**config.mk**
```make
export PLATFORM = sky130hd
export DESIGN_NAME = cpec_back
export DESIGN_NICKNAME = d
export VERILOG_FILES = /design/src/sv/cpec_pkg.sv /design/src/sv/cpec_back.sv
export SDC_FILE = /design/constraint.sdc
export NUM_CORES = 2
export LEC_CHECK = 0
export BUFFER_PORTS_ARGS = -buffer_cell sky130_fd_sc_hd__buf_4
export CAP_MARGIN = 20
export CORE_MARGIN = 8
export CORE_UTILIZATION = 55
export DETAILED_ROUTE_END_ITERATION = 7
export HOLD_SLACK_MARGIN = 0.03
export PLACE_DENSITY = 0.79
export SLEW_MARGIN = 10
export SYNTH_ARGS = -nofsm -noshare
export SYNTH_HDL_FRONTEND = slang
export SYNTH_SLANG_ARGS = --single-unit
```
**constraint.sdc**
```tcl
create_clock -name clock -period 6 [get_ports clock]
set_clock_uncertainty 0.15 [all_clocks]
set_input_delay 0.3 -clock clock [delete_from_list [all_inputs] [get_ports clock]]
set_output_delay 0.3 -clock clock [all_outputs]
set_load 0.01 [all_outputs]
```
**src/sv/cpec_pkg.sv**
```systemverilog
// Shared types, widths and constants for the circle pair collision pipeline.
// Used by every module of the block; depends on nothing.
package cpec_pkg;

   localparam int F_W         = 21;
   localparam int R_W         = 16;
   localparam int M_W         = 16;
   localparam int TS_W        = 16;
   localparam int S_W         = 17;
   localparam int NUM_W       = 40;
   localparam int Q_W         = 21;
   localparam int DIV_STAGES  = Q_W + 1;
   localparam int SAT_W       = 23;
   localparam int PROD_W      = 38;
   localparam int D2_W        = 44;
   localparam int REQ_W       = 232;
   localparam int RSP_W       = 216;
   localparam int FRONT_STAGES = 4;
   localparam int BACK_STAGES  = 3;
   localparam int PIPE_STAGES  = FRONT_STAGES + DIV_STAGES + BACK_STAGES;
   localparam int RND_HALF    = 32768;

   localparam logic [TS_W-1:0] TS_RESET = 16'd1092;
   localparam logic signed [SAT_W-1:0] SAT_MAX = 23'sd1048575;
   localparam logic signed [SAT_W-1:0] SAT_MIN = -23'sd1048576;

   typedef logic signed [F_W-1:0] fix_type;

   typedef struct packed {
      fix_type          x;
      fix_type          y;
      fix_type          vx;
      fix_type          vy;
      logic [R_W-1:0]   radius;
      logic [M_W-1:0]   mass;
   } circle_type;

   typedef struct packed {
      circle_type first;
      circle_type second;
   } pair_type;

   typedef struct packed {
      logic             neg;
      logic [NUM_W-1:0] mag;
      logic [S_W-1:0]   den;
   } div_in_type;

   typedef struct packed {
      logic           neg;
      logic [Q_W-1:0] quo;
   } div_out_type;

   typedef struct packed {
      logic    hit;
      logic    mzero;
      fix_type x1;
      fix_type y1;
      fix_type vx1;
      fix_type vy1;
      fix_type x2;
      fix_type y2;
      fix_type vx2;
      fix_type vy2;
   } side_type;

   typedef struct packed {
      logic    collided;
      fix_type nx1;
      fix_type ny1;
      fix_type nvx1;
      fix_type nvy1;
      fix_type nx2;
      fix_type ny2;
      fix_type nvx2;
      fix_type nvy2;
      fix_type cx;
      fix_type cy;
   } result_type;

   function automatic fix_type sat(input logic signed [SAT_W-1:0] v);
      fix_type r;
      if (v > SAT_MAX) begin
         r = SAT_MAX[F_W-1:0];
      end else if (v < SAT_MIN) begin
         r = SAT_MIN[F_W-1:0];
      end else begin
         r = v[F_W-1:0];
      end
      return r;
   endfunction

   function automatic logic signed [SAT_W-1:0] signed_quo(input div_out_type d);
      logic signed [SAT_W-1:0] q;
      q = $signed({2'b00, d.quo});
      return d.neg ? -q : q;
   endfunction

endpackage

```
**src/sv/cpec_back.sv**
```systemverilog
// Back stages: velocity selection, position step product, rounding and saturation.
// Depends on cpec_pkg.
module cpec_back (
   input  logic                          clock,
   input  logic [2:0]                    adv,
   input  cpec_pkg::side_type            side,
   input  cpec_pkg::div_out_type [5:0]   quo,
   input  logic [cpec_pkg::TS_W-1:0]     time_step,
   output cpec_pkg::result_type          res
);

   // stage 1: signed quotients, saturate, pick velocities
   cpec_pkg::fix_type nv1_ff [4];
   cpec_pkg::fix_type nv1_in [4];
   cpec_pkg::fix_type pos1_ff [4];
   cpec_pkg::fix_type pos1_in [4];
   cpec_pkg::fix_type con1_ff [2];
   cpec_pkg::fix_type con1_in [2];
   cpec_pkg::fix_type vorig [4];
   logic              hit1_ff;

   always_comb begin
      vorig[0] = side.vx1;
      vorig[1] = side.vy1;
      vorig[2] = side.vx2;
      vorig[3] = side.vy2;
      pos1_in[0] = side.x1;
      pos1_in[1] = side.y1;
      pos1_in[2] = side.x2;
      pos1_in[3] = side.y2;
      for (int i = 0; i < 4; i++) begin
         nv1_in[i] = (!side.hit || side.mzero) ? vorig[i]
                                               : cpec_pkg::sat(cpec_pkg::signed_quo(quo[i]));
      end
      for (int j = 0; j < 2; j++) begin
         con1_in[j] = side.hit ? cpec_pkg::sat(cpec_pkg::signed_quo(quo[4+j])) : '0;
      end
   end

   always_ff @(posedge clock) begin
      if (adv[0]) begin
         nv1_ff  <= nv1_in;
         pos1_ff <= pos1_in;
         con1_ff <= con1_in;
         hit1_ff <= side.hit;
      end
   end

   // stage 2: velocity times step
   logic signed [cpec_pkg::PROD_W-1:0] pr2_ff [4];
   logic signed [cpec_pkg::PROD_W-1:0] pr2_in [4];
   cpec_pkg::fix_type nv2_ff [4];
   cpec_pkg::fix_type pos2_ff [4];
   cpec_pkg::fix_type con2_ff [2];
   logic              hit2_ff;
   logic signed [cpec_pkg::TS_W:0] ts_s;

   always_comb begin
      ts_s = $signed({1'b0, time_step});
      for (int i = 0; i < 4; i++) begin
         pr2_in[i] = nv1_ff[i] * ts_s;
      end
   end

   always_ff @(posedge clock) begin
      if (adv[1]) begin
         pr2_ff  <= pr2_in;
         nv2_ff  <= nv1_ff;
         pos2_ff <= pos1_ff;
         con2_ff <= con1_ff;
         hit2_ff <= hit1_ff;
      end
   end

   // stage 3: round the step to Q.8 (ties away from zero), add, saturate
   cpec_pkg::result_type               res_ff, res_in;
   cpec_pkg::fix_type                  np [4];
   logic signed [cpec_pkg::PROD_W-1:0] prnd [4];
   logic signed [cpec_pkg::SAT_W-1:0]  step [4];

   always_comb begin
      for (int i = 0; i < 4; i++) begin
         prnd[i] = pr2_ff[i] + (pr2_ff[i][cpec_pkg::PROD_W-1]
                                ? cpec_pkg::PROD_W'(cpec_pkg::RND_HALF - 1)
                                : cpec_pkg::PROD_W'(cpec_pkg::RND_HALF));
         step[i] = cpec_pkg::SAT_W'(prnd[i] >>> 16);
         np[i] = hit2_ff ? cpec_pkg::sat(cpec_pkg::SAT_W'(pos2_ff[i]) + step[i]) : pos2_ff[i];
      end
      res_in.collided = hit2_ff;
      res_in.nx1  = np[0];
      res_in.ny1  = np[1];
      res_in.nvx1 = nv2_ff[0];
      res_in.nvy1 = nv2_ff[1];
      res_in.nx2  = np[2];
      res_in.ny2  = np[3];
      res_in.nvx2 = nv2_ff[2];
      res_in.nvy2 = nv2_ff[3];
      res_in.cx   = con2_ff[0];
      res_in.cy   = con2_ff[1];
   end

   always_ff @(posedge clock) begin
      if (adv[2]) begin
         res_ff <= res_in;
      end
   end

   assign res = res_ff;

endmodule

```
======== After elaboration in Yosys (flattened, before gate mapping) ========
Index checks and enable logic that the tools add are counted.
cells by class
  reductions and logical operators ........ 4
  $lt $le $gt $ge ......................... 20
  bitwise gates (word level) .............. 1
  multiply operators ...................... 4
  multiplexer cells ....................... 38
  $add $sub $neg .......................... 14
operators with widths
  kind                  count
  $mux 21               26
  $gt 23x21->1 const B  10
  $lt 23x21->1 const B  10
  $add 38x17->38        4
  $mul 21x17->38        4
  $mux 23               6
  $neg 21->23           6
  $add 21x22->23        4
  $mux 16               4
  $mux 20               2
  $reduce_or 2->1       2
  $logic_not 1->1       1
  $logic_or 1x1->1      1
  $not 1->1             1
word-level totals
  input bits .............................. 322
  register bits ........................... 785

======== Depth between registers and ports, before layout ========
  word-level depth ........................ 7
  gate-level depth with buffers ........... 25
  gate-level depth less buffers ........... 23

======== Worst setup path before layout ========
No wires, ideal clock.
  kind .................................... input-to-reg
  start point ............................. in time_step[2] (netlist bit)
  end point ............................... reg pr2_ff[73] (netlist bit) (data pin)
  library setup time ...................... 0.265 ns
  required time ........................... 5.585 ns
  slack ................................... -0.520 ns
  cell stages on the path ................. 24
  path buffers ............................ 2
  arrival ................................. 6.105 ns
  path through ............................ clkbuf_1 clkbuf_1 nand2_1 fa_1 inv_1 fa_1 inv_1 fa_1 inv_1 fa_1 inv_1 fa_1 inv_1 fa_1 ha_1 a21oi_1 o21ai_0 a221oi_1 inv_1 o21a_1 a211o_1 a41oi_1 a21oi_1 xor2_1
RTL lines
  item                  RTL line         text
  start, declared       cpec_back.sv:8   input logic [cpec_pkg::TS_W-1:0] time_step,
  end signal, assigned  cpec_back.sv:67  pr2_ff <= pr2_in;
  end, declared         cpec_back.sv:50  logic signed [cpec_pkg::PROD_W-1:0] pr2_ff [4];

==> impl_metrics.py <==
metrics = {
    "hold_path": {
        "hold_depth": 3,
        "hold_class": "input port to flop",
        "min_from": "quo[43]",
        "holdPathEnd": "nv1_ff[62]",
    },
    "logic_synthesis": {
        "synth_edf_count": 785,
        "ys_ff_latch": 785,
        "synth_fp_nets": 10700,
        "postSynth.asyncResetShare": 0,
        "yosysWarnings": 0,
        "synth_top_area_cell": "fa_1",
        "syn_inst": 8537,
        "synth_cell_types": 84,
        "synth_common_cells": "inv_1, fa_1, nand2_1",
        "synth.top_cell.area_share": 0.311,
        "yosysMostFrequentCell": "inv_1",
        "yosys-top-cells-area": "fa_1, edfxtp_1, inv_1",
        "avgSynthCellArea_um2": 10.1,
        "synth-seq-area-share": 0.273,
        "synth.cell_area_um2": 86400,
        "synth_flop_cell": "edfxtp_1",
    },
    "final_layout": {
        "final_util": 0.707,
        "fill_cells": 10400,
        "stdcell_area_um2": 111000,
        "nets": 12400,
        "area_growth_pct": 27.9,
        "drive_gt1_frac": 0.218,
    },
    "floorplan": {
        "start_util": 0.553,
        "ios": 533,
        "dieWidth_um": 412,
        "dieArea_um2": 170000,
        "die_y_um": 412,
        "core_area_um2": 156000,
        "rows": 145,
    },
    "clocking": {
        "tritoncts": "built",
        "clk_path_buf_depth": 3,
        "clkTransAtPathRegs_ns": 0.06,
        "clkLatencyLatePin_ns": 0.74,
        "htreeDepth": 3,
        "numCtsBuffers": 87,
        "clock-root-buffer": "clkbuf_16",
        "clkSinkCount": 785,
    },
    "setup_path": {
        "path_delay_family": "adder cells",
        "crit_buf_inv": 6,
        "path_class": "flop to flop",
        "r2r_slack_ns": -0.41,
        "critPathMaxFanout": 4,
        "worstRegToRegCells": 22,
        "cp_slowest_cell": "fa_1",
        "cp_slowest_stage_delay_ns": 0.52,
        "start_kind": "flop",
        "end_kind": "flop",
        "rr_startpoint": "nv1_ff[6]",
        "crit_top_cell": "fa_1",
        "r2r-end": "pr2_ff[30]",
        "cp_cell_sequence": "buf_12 -> and2_4 -> fa_1 -> inv_2 -> fa_1 -> inv_1 -> ha_2 -> fa_1 -> inv_2 -> fa_1 -> fa_1 -> inv_2 -> ha_4 -> a21o_1 -> or3_4 -> o211a_1 -> a221o_2 -> buf_6 -> a21o_4 -> a21oi_4 -> a311oi_2 -> xor2_1",
        "required_ns": 6.33,
        "critPathArrivalTime_ns": 6.74,
    },
    "run": {
        "max_cap_violations": 0,
    },
    "drt": {
        "firstDrtPassIters": 8,
        "wl_met3_um": 28700,
        "vias": 69400,
        "wl_met1_um": 103000,
        "wl_met2_um": 118000,
        "drtIter0Drc": 6422,
        "topRoutingLayerUsed": "met5",
        "totalWireLength_um": 258000,
        "viasPerCell": 5.62,
        "drc": 3,
        "detail_route.wl_per_cell_um": 20.9,
        "ant_nets": 0,
    },
    "timing": {
        "fmaxAchievable_ghz": 0.156,
        "rsz0062_at_grt": "yes",
        "finalHoldWorstSlack_ns": 0.112,
        "maxSlewViolCount": 0,
        "period_needed_ns": 6.41,
        "setup_viol": 65,
        "worst_slack_ns": -0.411,
        "worst_pin_slew_ns": 1.02,
        "hold_viol": 0,
        "setup_tns_ns": -13.92,
        "period_share": 1.07,
        "slew_headroom": 0.322,
    },
    "place": {
        "gp_congestion": 0.968,
        "portBuffers": 532,
        "post_dp_cell_area_um2": 99900,
        "dpl.hpwl_um": 192000,
    },
    "global_routing": {
        "track_usage": 0.296,
        "grt_antenna_before_repair": 20,
        "grt_max_degree": 140,
        "grt_pass1_vias": 73400,
        "grt_pass1_wl_um": 399000,
        "grt-ovfl-total": 0,
    },
    "run_status": {
        "failed_checks": "DRC, setup timing",
        "status": "finished with violations",
    },
}
[worst min-delay path, stage by stage]
cell and delay, ns:
buf_4 0.20, o31ai_1 0.09, o21ai_0 0.17
[cell families (layout without fill, tap and decap cells)]
logic type               count (synthesis)  in the layout  share of synthesized area
buffers and inverters                 2153           3901                     0.0938
flip-flops                             785            785                      0.273
multiplexers                             6              6                   0.000710
adder cells (fa/ha/maj)               1886           1886                      0.390
XOR/XNOR                               345            345                     0.0350
AO/OA/AOI/OAI                         1041           1041                     0.0792
other                                    0             11                          0
AND/OR/NAND/NOR                       2321           2321                      0.129
[area by class of cell]
class | instances | area [um2] | area share
multi-input combinational | 5599 | 57300 | 0.519
sequential | 785 | 23600 | 0.213
timing repair buffer | 1911 | 17100 | 0.155
inverter | 1830 | 6870 | 0.0622
tap | 2058 | 2570 | 0.0233
clock buffer | 95 | 2210 | 0.0200
clock inverter | 65 | 878 | 0.00795
antenna | 11 | 27.5 | 0.000249
[worst max path at each step]
stage | from | to | slack (ns) | cells past startpoint
finish | nv1_ff[6] | pr2_ff[30] | -0.41 | 22
global route | nv1_ff[53] | pr2_ff[113] | -0.57 | 24
CTS | nv1_ff[6] | pr2_ff[30] | -0.38 | 23
detailed placement | time_step[12] | pr2_ff[27] | -0.78 | 21
global placement | time_step[12] | pr2_ff[27] | -0.67 | 21
floorplan | time_step[2] | pr2_ff[148] | -0.02 | 24
[repair_timing]
| action | CTS | global route |
|---|---|---|
| pin swaps | 254 | 305 |
| hold endpoints to repair | 367 | 0 |
| gates resized for setup | 320 | 347 |
| setup buffers | 117 | 74 |
| setup endpoints to repair | 72 | 164 |
| hold buffers | 327 | 0 |
| cloned | 1 | 1 |
[stage by stage]
step	worst slack, ns	cells
detailed placement	-0.784	11700
CTS	-0.379	12300
finish	-0.411	12400
floorplan	-0.0245	8537
global route	-0.566	12400
global placement	-0.671	11700
[cells in the final DEF (no fill, tap or decap), drive strengths merged, types with 34 or more instances in the layout]
master / instances
or3: 48
inv: 1836
nand2b: 38
clkinv: 35
nor2b: 34
xor2: 118
xnor2: 227
clkbuf: 96
o21a: 39
a21o: 90
nand2: 1110
dlygate4sd3: 327
o221ai: 34
buf: 1582
nand3: 81
a21oi: 268
nor3: 75
o21ai: 244
nor2: 252
edfxtp: 785
and2: 485
fa: 1344
and3: 46
ha: 542
[state kept, by name, summed over array words and instances (netlist names)]
register and cells:
nv1_ff 84, con2_ff 42, con1_ff 42, pos2_ff 84, pos1_ff 84, nv2_ff 84
hit2_ff 1, pr2_ff 152, res 211, hit1_ff 1
[metal layers]
metal / track usage / up-vias
li1: - / 30400
met1: 0.408 / 34700
met2: 0.464 / 3572
met3: 0.0777 / 671
met4: 0.0889 / 10
met5: 0 / -
Power is not shown: default switching activity piles up to over one toggle a cycle in this logic, so the estimate is an artifact.
