<file path="src/sv/cpec_pkg.sv">
// Shared types, widths and constants for the circle pair collision pipeline.
// Used by every module of the block; depends on nothing.
package cpec_pkg;

   localparam int F_W         = 21;
   localparam int R_W         = 16;
   localparam int M_W         = 16;
   localparam int TS_W        = 16;
   localparam int S_W         = 17;
   localparam int NUM_W       = 40;
   localparam int Q_W         = 21;
   localparam int DIV_STAGES  = Q_W + 1;
   localparam int SAT_W       = 23;
   localparam int PROD_W      = 38;
   localparam int D2_W        = 44;
   localparam int REQ_W       = 232;
   localparam int RSP_W       = 216;
   localparam int FRONT_STAGES = 4;
   localparam int BACK_STAGES  = 3;
   localparam int PIPE_STAGES  = FRONT_STAGES + DIV_STAGES + BACK_STAGES;
   localparam int RND_HALF    = 32768;

   localparam logic [TS_W-1:0] TS_RESET = 16'd1092;
   localparam logic signed [SAT_W-1:0] SAT_MAX = 23'sd1048575;
   localparam logic signed [SAT_W-1:0] SAT_MIN = -23'sd1048576;

   typedef logic signed [F_W-1:0] fix_type;

   typedef struct packed {
      fix_type          x;
      fix_type          y;
      fix_type          vx;
      fix_type          vy;
      logic [R_W-1:0]   radius;
      logic [M_W-1:0]   mass;
   } circle_type;

   typedef struct packed {
      circle_type first;
      circle_type second;
   } pair_type;

   typedef struct packed {
      logic             neg;
      logic [NUM_W-1:0] mag;
      logic [S_W-1:0]   den;
   } div_in_type;

   typedef struct packed {
      logic           neg;
      logic [Q_W-1:0] quo;
   } div_out_type;

   typedef struct packed {
      logic    hit;
      logic    mzero;
      fix_type x1;
      fix_type y1;
      fix_type vx1;
      fix_type vy1;
      fix_type x2;
      fix_type y2;
      fix_type vx2;
      fix_type vy2;
   } side_type;

   typedef struct packed {
      logic    collided;
      fix_type nx1;
      fix_type ny1;
      fix_type nvx1;
      fix_type nvy1;
      fix_type nx2;
      fix_type ny2;
      fix_type nvx2;
      fix_type nvy2;
      fix_type cx;
      fix_type cy;
   } result_type;

   function automatic fix_type sat(input logic signed [SAT_W-1:0] v);
      fix_type r;
      if (v > SAT_MAX) begin
         r = SAT_MAX[F_W-1:0];
      end else if (v < SAT_MIN) begin
         r = SAT_MIN[F_W-1:0];
      end else begin
         r = v[F_W-1:0];
      end
      return r;
   endfunction

   function automatic logic signed [SAT_W-1:0] signed_quo(input div_out_type d);
      logic signed [SAT_W-1:0] q;
      q = $signed({2'b00, d.quo});
      return d.neg ? -q : q;
   endfunction

endpackage

</file>
<file path="src/sv/cpec_div.sv">
// Pipelined restoring divider: range check stage, then one quotient bit per stage.
// Depends on cpec_pkg.
module cpec_div (
   input  logic                                 clock,
   input  logic [cpec_pkg::DIV_STAGES-1:0]      adv,
   input  cpec_pkg::div_in_type                 din,
   output cpec_pkg::div_out_type                dout
);

   localparam int QW = cpec_pkg::Q_W;
   localparam int NW = cpec_pkg::NUM_W;

   logic [NW-1:0]             rem_ff [QW+1];
   logic [cpec_pkg::S_W-1:0]  den_ff [QW+1];
   logic [QW-1:0]             quo_ff [QW+1];
   logic                      neg_ff [QW+1];
   logic                      ovf_ff [QW+1];
   logic                      ovf_in;

   // quotient would not fit: saturates downstream anyway
   assign ovf_in = din.mag >= (NW'(din.den) << QW);

   always_ff @(posedge clock) begin
      if (adv[0]) begin
         rem_ff[0] <= din.mag;
         den_ff[0] <= din.den;
         quo_ff[0] <= '0;
         neg_ff[0] <= din.neg;
         ovf_ff[0] <= ovf_in;
      end
   end

   for (genvar s = 1; s <= QW; s++) begin : g_step
      localparam int K = QW - s;
      logic [NW-1:0] trial;
      logic          ge;
      logic [NW-1:0] rem_in;
      logic [QW-1:0] quo_in;

      always_comb begin
         trial  = NW'(den_ff[s-1]) << K;
         ge     = rem_ff[s-1] >= trial;
         rem_in = ge ? (rem_ff[s-1] - trial) : rem_ff[s-1];
         quo_in = quo_ff[s-1];
         quo_in[K] = ge;
      end

      always_ff @(posedge clock) begin
         if (adv[s]) begin
            rem_ff[s] <= rem_in;
            den_ff[s] <= den_ff[s-1];
            quo_ff[s] <= quo_in;
            neg_ff[s] <= neg_ff[s-1];
            ovf_ff[s] <= ovf_ff[s-1];
         end
      end
   end

   assign dout.neg = neg_ff[QW];
   assign dout.quo = ovf_ff[QW] ? '1 : quo_ff[QW];

endmodule

</file>
<file path="config.mk">
export PLATFORM = sky130hd
export DESIGN_NAME = cpec_div
export DESIGN_NICKNAME = d
export VERILOG_FILES = /design/src/sv/cpec_pkg.sv /design/src/sv/cpec_div.sv
export SDC_FILE = /design/constraint.sdc
export NUM_CORES = 2
export LEC_CHECK = 0
export ABC_AREA = 1
export BUFFER_PORTS_ARGS = -buffer_cell sky130_fd_sc_hd__buf_2
export CORE_MARGIN = 3
export CORE_UTILIZATION = 60
export CTS_CLUSTER_SIZE = 8
export DETAILED_ROUTE_END_ITERATION = 7
export GPL_ROUTABILITY_DRIVEN = 1
export MAX_ROUTING_LAYER = met4
export PLACE_DENSITY = 0.76
export SETUP_SLACK_MARGIN = 0.15
export SLEW_MARGIN = 20
export SYNTH_ARGS = -nofsm -noshare
export SYNTH_HDL_FRONTEND = slang
export SYNTH_SLANG_ARGS = --single-unit
</file>
<file path="constraint.sdc">
create_clock -name clock -period 5.01 [get_ports clock]
set_input_delay 0.2505 -clock clock [delete_from_list [all_inputs] [get_ports clock]]
set_output_delay 0.2505 -clock clock [all_outputs]
set_load 0.005 [all_outputs]
</file>
## Word level (Yosys, flattened, before mapping)

Memory sizes are Yosys's and may differ from the RTL's.
Index checks and enable logic that the tools add are counted.

| cells by class | value |
|---|---|
| multiplexer cells | 66 |
| $lt $le $gt $ge | 22 |
| $add $sub $neg | 21 |

Operators with widths:

| operator | count |
|---|---|
| 2-to-1 mux 40 bit | 21 |
| 2-to-1 mux 1 bit | 44 |
| greater-or-equal comparator 40 x 17 -> 1 bit | 1 |
| greater-or-equal comparator 40 x 18 -> 1 bit | 1 |
| greater-or-equal comparator 40 x 19 -> 1 bit | 1 |
| greater-or-equal comparator 40 x 20 -> 1 bit | 1 |
| greater-or-equal comparator 40 x 21 -> 1 bit | 1 |
| greater-or-equal comparator 40 x 22 -> 1 bit | 1 |
| greater-or-equal comparator 40 x 23 -> 1 bit | 1 |
| greater-or-equal comparator 40 x 24 -> 1 bit | 1 |
| greater-or-equal comparator 40 x 25 -> 1 bit | 1 |
| greater-or-equal comparator 40 x 26 -> 1 bit | 1 |
| greater-or-equal comparator 40 x 27 -> 1 bit | 1 |
| greater-or-equal comparator 40 x 28 -> 1 bit | 1 |
| greater-or-equal comparator 40 x 29 -> 1 bit | 1 |
| greater-or-equal comparator 40 x 30 -> 1 bit | 1 |
| greater-or-equal comparator 40 x 31 -> 1 bit | 1 |
| greater-or-equal comparator 40 x 32 -> 1 bit | 1 |
| greater-or-equal comparator 40 x 33 -> 1 bit | 1 |
| greater-or-equal comparator 40 x 34 -> 1 bit | 1 |
| greater-or-equal comparator 40 x 35 -> 1 bit | 1 |
| greater-or-equal comparator 40 x 36 -> 1 bit | 1 |
| greater-or-equal comparator 40 x 37 -> 1 bit | 1 |
| greater-or-equal comparator 40 x 38 -> 1 bit | 1 |
| 22 further kinds | 22 |

| storage, ports and cells | value |
|---|---|
| logic and storage cells | 114 |
| bits in registers | 0 |
| memory bits (writable) | 1760 |
| output and inout bits | 22 |
| memories | 5 |
| input port bits | 81 |

Memories:

| memory | words | bits a word | rd ports | clocked after Yosys merged registers in | wr ports | line | source |
|---|---|---|---|---|---|---|---|
| rem_ff | 22 | 40 | 21 | 0 | 22 | cpec_div.sv:13 | `logic [NW-1:0] rem_ff [QW+1];` |
| quo_ff | 22 | 21 | 22 | 0 | 22 | cpec_div.sv:15 | `logic [QW-1:0] quo_ff [QW+1];` |
| den_ff | 22 | 17 | 21 | 0 | 22 | cpec_div.sv:14 | `logic [cpec_pkg::S_W-1:0] den_ff [QW+1];` |
| neg_ff | 22 | 1 | 22 | 0 | 22 | cpec_div.sv:16 | `logic neg_ff [QW+1];` |
| ovf_ff | 22 | 1 | 22 | 0 | 22 | cpec_div.sv:17 | `logic ovf_ff [QW+1];` |

## Longest topological paths before layout

An unclocked memory read counts as a cell.

| logic depth | value |
|---|---|
| depth in word-level cells | 3 |
| gate-level depth with buffers | 16 |
| depth with buffers taken out | 16 |

## Least setup slack after synthesis

No wires, ideal clock.

| timing | value |
|---|---|
| path type | reg2reg |
| from | memory rem_ff[2][82] (netlist name) |
| to | memory rem_ff[2][153] (netlist name) (data pin) |
| arrival time | 1983 ps |
| period minus slack after synthesis | 2235 ps |
| cell stages (with the launch flop) | 16 |
| library setup time | 252 ps |
| required time | 4758 ps |
| path buffers | 1 |
| slack | 2775 ps |
| path through | edfxtp_1 inv_1 ha_1 inv_1 fa_1 nand3_1 nand3_1 nand2_1 nand2_1 nand2_1 nand2_2 nand2_2 nand3_2 buf_4 nand3_1 nand2_1 |

RTL lines:

| what | line |
|---|---|
| start, declared | cpec_div.sv:13 |

==> results.py <==
metrics = {
    "timing": {
        "worst_pin_slew_ns": 1.09,
        "fin_crit_ns": 3.28,
        "rsz0062_at_grt": "false",
        "maxSlewHeadroom_pct": 27.4,
        "worst_slack_ns": 1.73,
        "finalSetupViolCount": 0,
        "fin_crit_sh_pct": 65.5,
        "fmax_ghz": 0.305,
        "fin_tns_setup_ns": 0,
        "holdWs_ns": 0.102,
        "fin_worst_skew_ns": 0.0541,
        "slew_viol_final": 0,
        "report.final.hold_viol_count": 0,
    },
    "clock_network": {
        "cts_tree": "yes",
        "clkTransAtPathRegs_ns": 0.05,
        "cts-buffers-inserted": 204,
        "cts_root_buf": "clkbuf_16",
        "clockBufferDepth": 3,
        "insertion_delay_ns": 0.86,
        "clock_sinks": 1472,
        "cts_resized": 0,
        "h-tree-depth": 4,
    },
    "detailed_routing": {
        "dr.pass1.iters": 8,
        "ant_nets": 0,
        "drtIter0Drc": 6865,
        "via_per_inst": 5.67,
        "post-route-drc-count": 1,
        "wl_per_cell_um": 20.2,
        "drt-total-wl_um": 238000,
        "vias": 66900,
    },
    "synthesis": {
        "synth_nets": 10100,
        "yosysTopAreaCell": "edfxtp_1",
        "ys_types": 55,
        "ys_seq_area_share_pct": 52.9,
        "synth_flop_cell": "edfxtp_1",
        "yosys-top-cells-area": "edfxtp_1, nand2_1, inv_1",
        "netlist_top_cells_count": "nand2_1, inv_1, edfxtp_1",
        "ys_ff_latch": 1472,
        "synth_top_area_share_pct": 52.9,
        "async_reset_ff_share_pct": 0,
        "ys_warn_count": 0,
        "synth.avg_cell_area_um2": 8.65,
        "synth_most_common_cell": "nand2_1",
        "synthCells": 9656,
        "synth_area_um2": 83600,
        "synth-edff-count": 1472,
    },
    "critical_path": {
        "worst-path-max-fanout": 43,
        "timing.rr.start": "den_ff[2][9]$_DFFE_PP_",
        "criticalPathCategory": "register to register",
        "reg2reg_slack_ns": 1.73,
        "crit_arrival_ns": 3.78,
        "cp-start-kind": "register",
        "endpoint_kind": "register",
        "rr_worst_depth": 12,
        "required_ns": 5.51,
        "r2r-end": "rem_ff[2][55]$_DFFE_PP_",
    },
    "cells_and_area": {
        "syn_to_final_growth_pct": 10.3,
        "fin_nets": 10500,
        "n_antenna_cell": 0,
        "regArea_um2": 44200,
        "nFillCells": 11000,
        "fin_cells": 11800,
        "drive_gt1_share_pct": 5.47,
        "multiInputGateArea_um2": 32900,
    },
    "grt": {
        "grt_pass1_wl_um": 365000,
        "grt_max_degree": 80,
        "grtUsageMet3_pct": 4.63,
        "grt_pass1_vias": 64400,
        "antenna_found_initial": 2,
        "grt.overflow.total": 0,
        "grt.total_usage_pct": 34.1,
        "met2_usage_pct": 55.1,
        "grtUsageMet1_pct": 43.9,
        "busiest_layer": "met2",
    },
    "outcome": {
        "outcome": "finished with violations",
        "violations": "DRC",
    },
    "worst_hold_path": {
        "hold_path_class": "primary input to register",
        "worstHoldEndpoint": "rem_ff[1][193]$_DFFE_PP_",
        "holdPathStages": 1,
        "hold_start": "adv[12]",
    },
    "placement": {
        "dp_hpwl_um": 181000,
        "port_buffers": 102,
        "pre_cts_slack_ns": 1.86,
        "dp.cells": 11500,
        "gp_congestion": 1.02,
    },
    "die": {
        "rows": 136,
        "start_util_pct": 60.6,
        "fp.dieW_um": 379,
        "ios": 103,
        "coreArea_um2": 138000,
        "dieHeight_um": 379,
        "die-area_um2": 144000,
    },
    "flow_run": {
        "max_cap_viol_count": 0,
    },
    "power": {
        "powerDensity_nw_per_um2": 513,
        "vdd_drop_max_uv": 356,
        "leakage_nw": 40.9,
    },
}
==> worst max-delay path, stage by stage (launching register included) <==
cell	delay (ns)
edfxtp_1	0.50
inv_1	0.09
ha_1	0.37
nand2_1	0.16
inv_2	0.05
nand2_1	0.11
nor2_1	0.08
nand2_1	0.06
nand3b_1	0.13
nand2_1	0.14
nand3_2	0.29
inv_2	0.68
o21ai_1	0.26
==> where the power goes <==
group,leakage [nW],switching [mW],internal [mW]
Combinational,24.1,11.2,5.48
Clock,2.69,5.18,7.24
Sequential,14.2,1.73,16.5
==> stage by stage <==
stage	power (mW)	utilization, %	area, µm²
after floorplan	29.3	-	83600
after global placement	34.3	62.3	85900
after detailed placement	34.6	62.3	85900
after CTS	47.1	66.9	92200
after global routing	50.1	66.9	92200
final	47.3	66.9	92200
==> final cells by class <==
type | count | area share (%)
Clock buffer | 215 | 5.61
Clock inverter | 20 | 0.405
Inverter | 1536 | 6.26
Multi-Input combinational cell | 6563 | 35.7
Sequential cell | 1472 | 48.0
Tap cell | 1794 | 2.44
Timing Repair Buffer | 203 | 1.59
==> per-layer routing <==
metal | share of wire [%] | up-vias | wire (µm)
met5 | 0 | - | 0
met4 | 4.4 | 0 | 10400
met3 | 6.8 | 591 | 16300
met2 | 47 | 2775 | 113000
met1 | 42 | 31400 | 98800
li1 | - | 32200 | -
==> cells in the final DEF, fill, tap and decap left out, drive strengths merged, types with 154 or more instances in the layout <==
master / n
nand4: 176
xor2: 154
o21ai: 291
a21oi: 555
nor2: 947
nand3: 514
nand2: 3119
inv: 1540
edfxtp: 1472
ha: 374
clkbuf: 215
==> logic make-up (layout without fill, tap and decap cells) <==
| family | Yosys count | count (layout) | synth area share [%] |
|---|---|---|---|
| compound gates | 898 | 898 | 5.82 |
| xor+xnor | 246 | 246 | 2.58 |
| fa+ha+maj | 394 | 394 | 6.08 |
| buf+inv | 1621 | 1974 | 7.71 |
| flops | 1472 | 1472 | 52.9 |
| simple gates | 5025 | 5025 | 24.9 |
==> registers in the layout (all words and copies together) (netlist names) <==
signal / cells
den_ff: 357
neg_ff: 22
ovf_ff: 22
quo_ff: 231
rem_ff: 840
==> worst max path at each step <==
stage	start	endpoint	slack [ns]	depth (start not counted)
4_1_cts	den_ff[2][11]$_DFFE_PP_	rem_ff[2][55]$_DFFE_PP_	1.81	12
5_1_grt	rem_ff[2][4]$_DFFE_PP_	rem_ff[2][55]$_DFFE_PP_	1.60	12
6_report	den_ff[2][9]$_DFFE_PP_	rem_ff[2][55]$_DFFE_PP_	1.73	12
2_1_floorplan	rem_ff[2][82]$_DFFE_PP_	rem_ff[2][153]$_DFFE_PP_	2.78	15
3_5_place_dp	den_ff[2][9]$_DFFE_PP_	rem_ff[2][55]$_DFFE_PP_	1.86	12
3_3_place_gp	den_ff[2][9]$_DFFE_PP_	rem_ff[2][55]$_DFFE_PP_	1.87	12
==> what timing repair did <==
| item | 4_1_cts | 5_1_grt |
|---|---|---|
| hold buffers | 72 | 0 |
| buffers inserted | 0 | 0 |
| endpoints found under the hold margin | 237 | 0 |
Power figures use the tool's default switching activity.
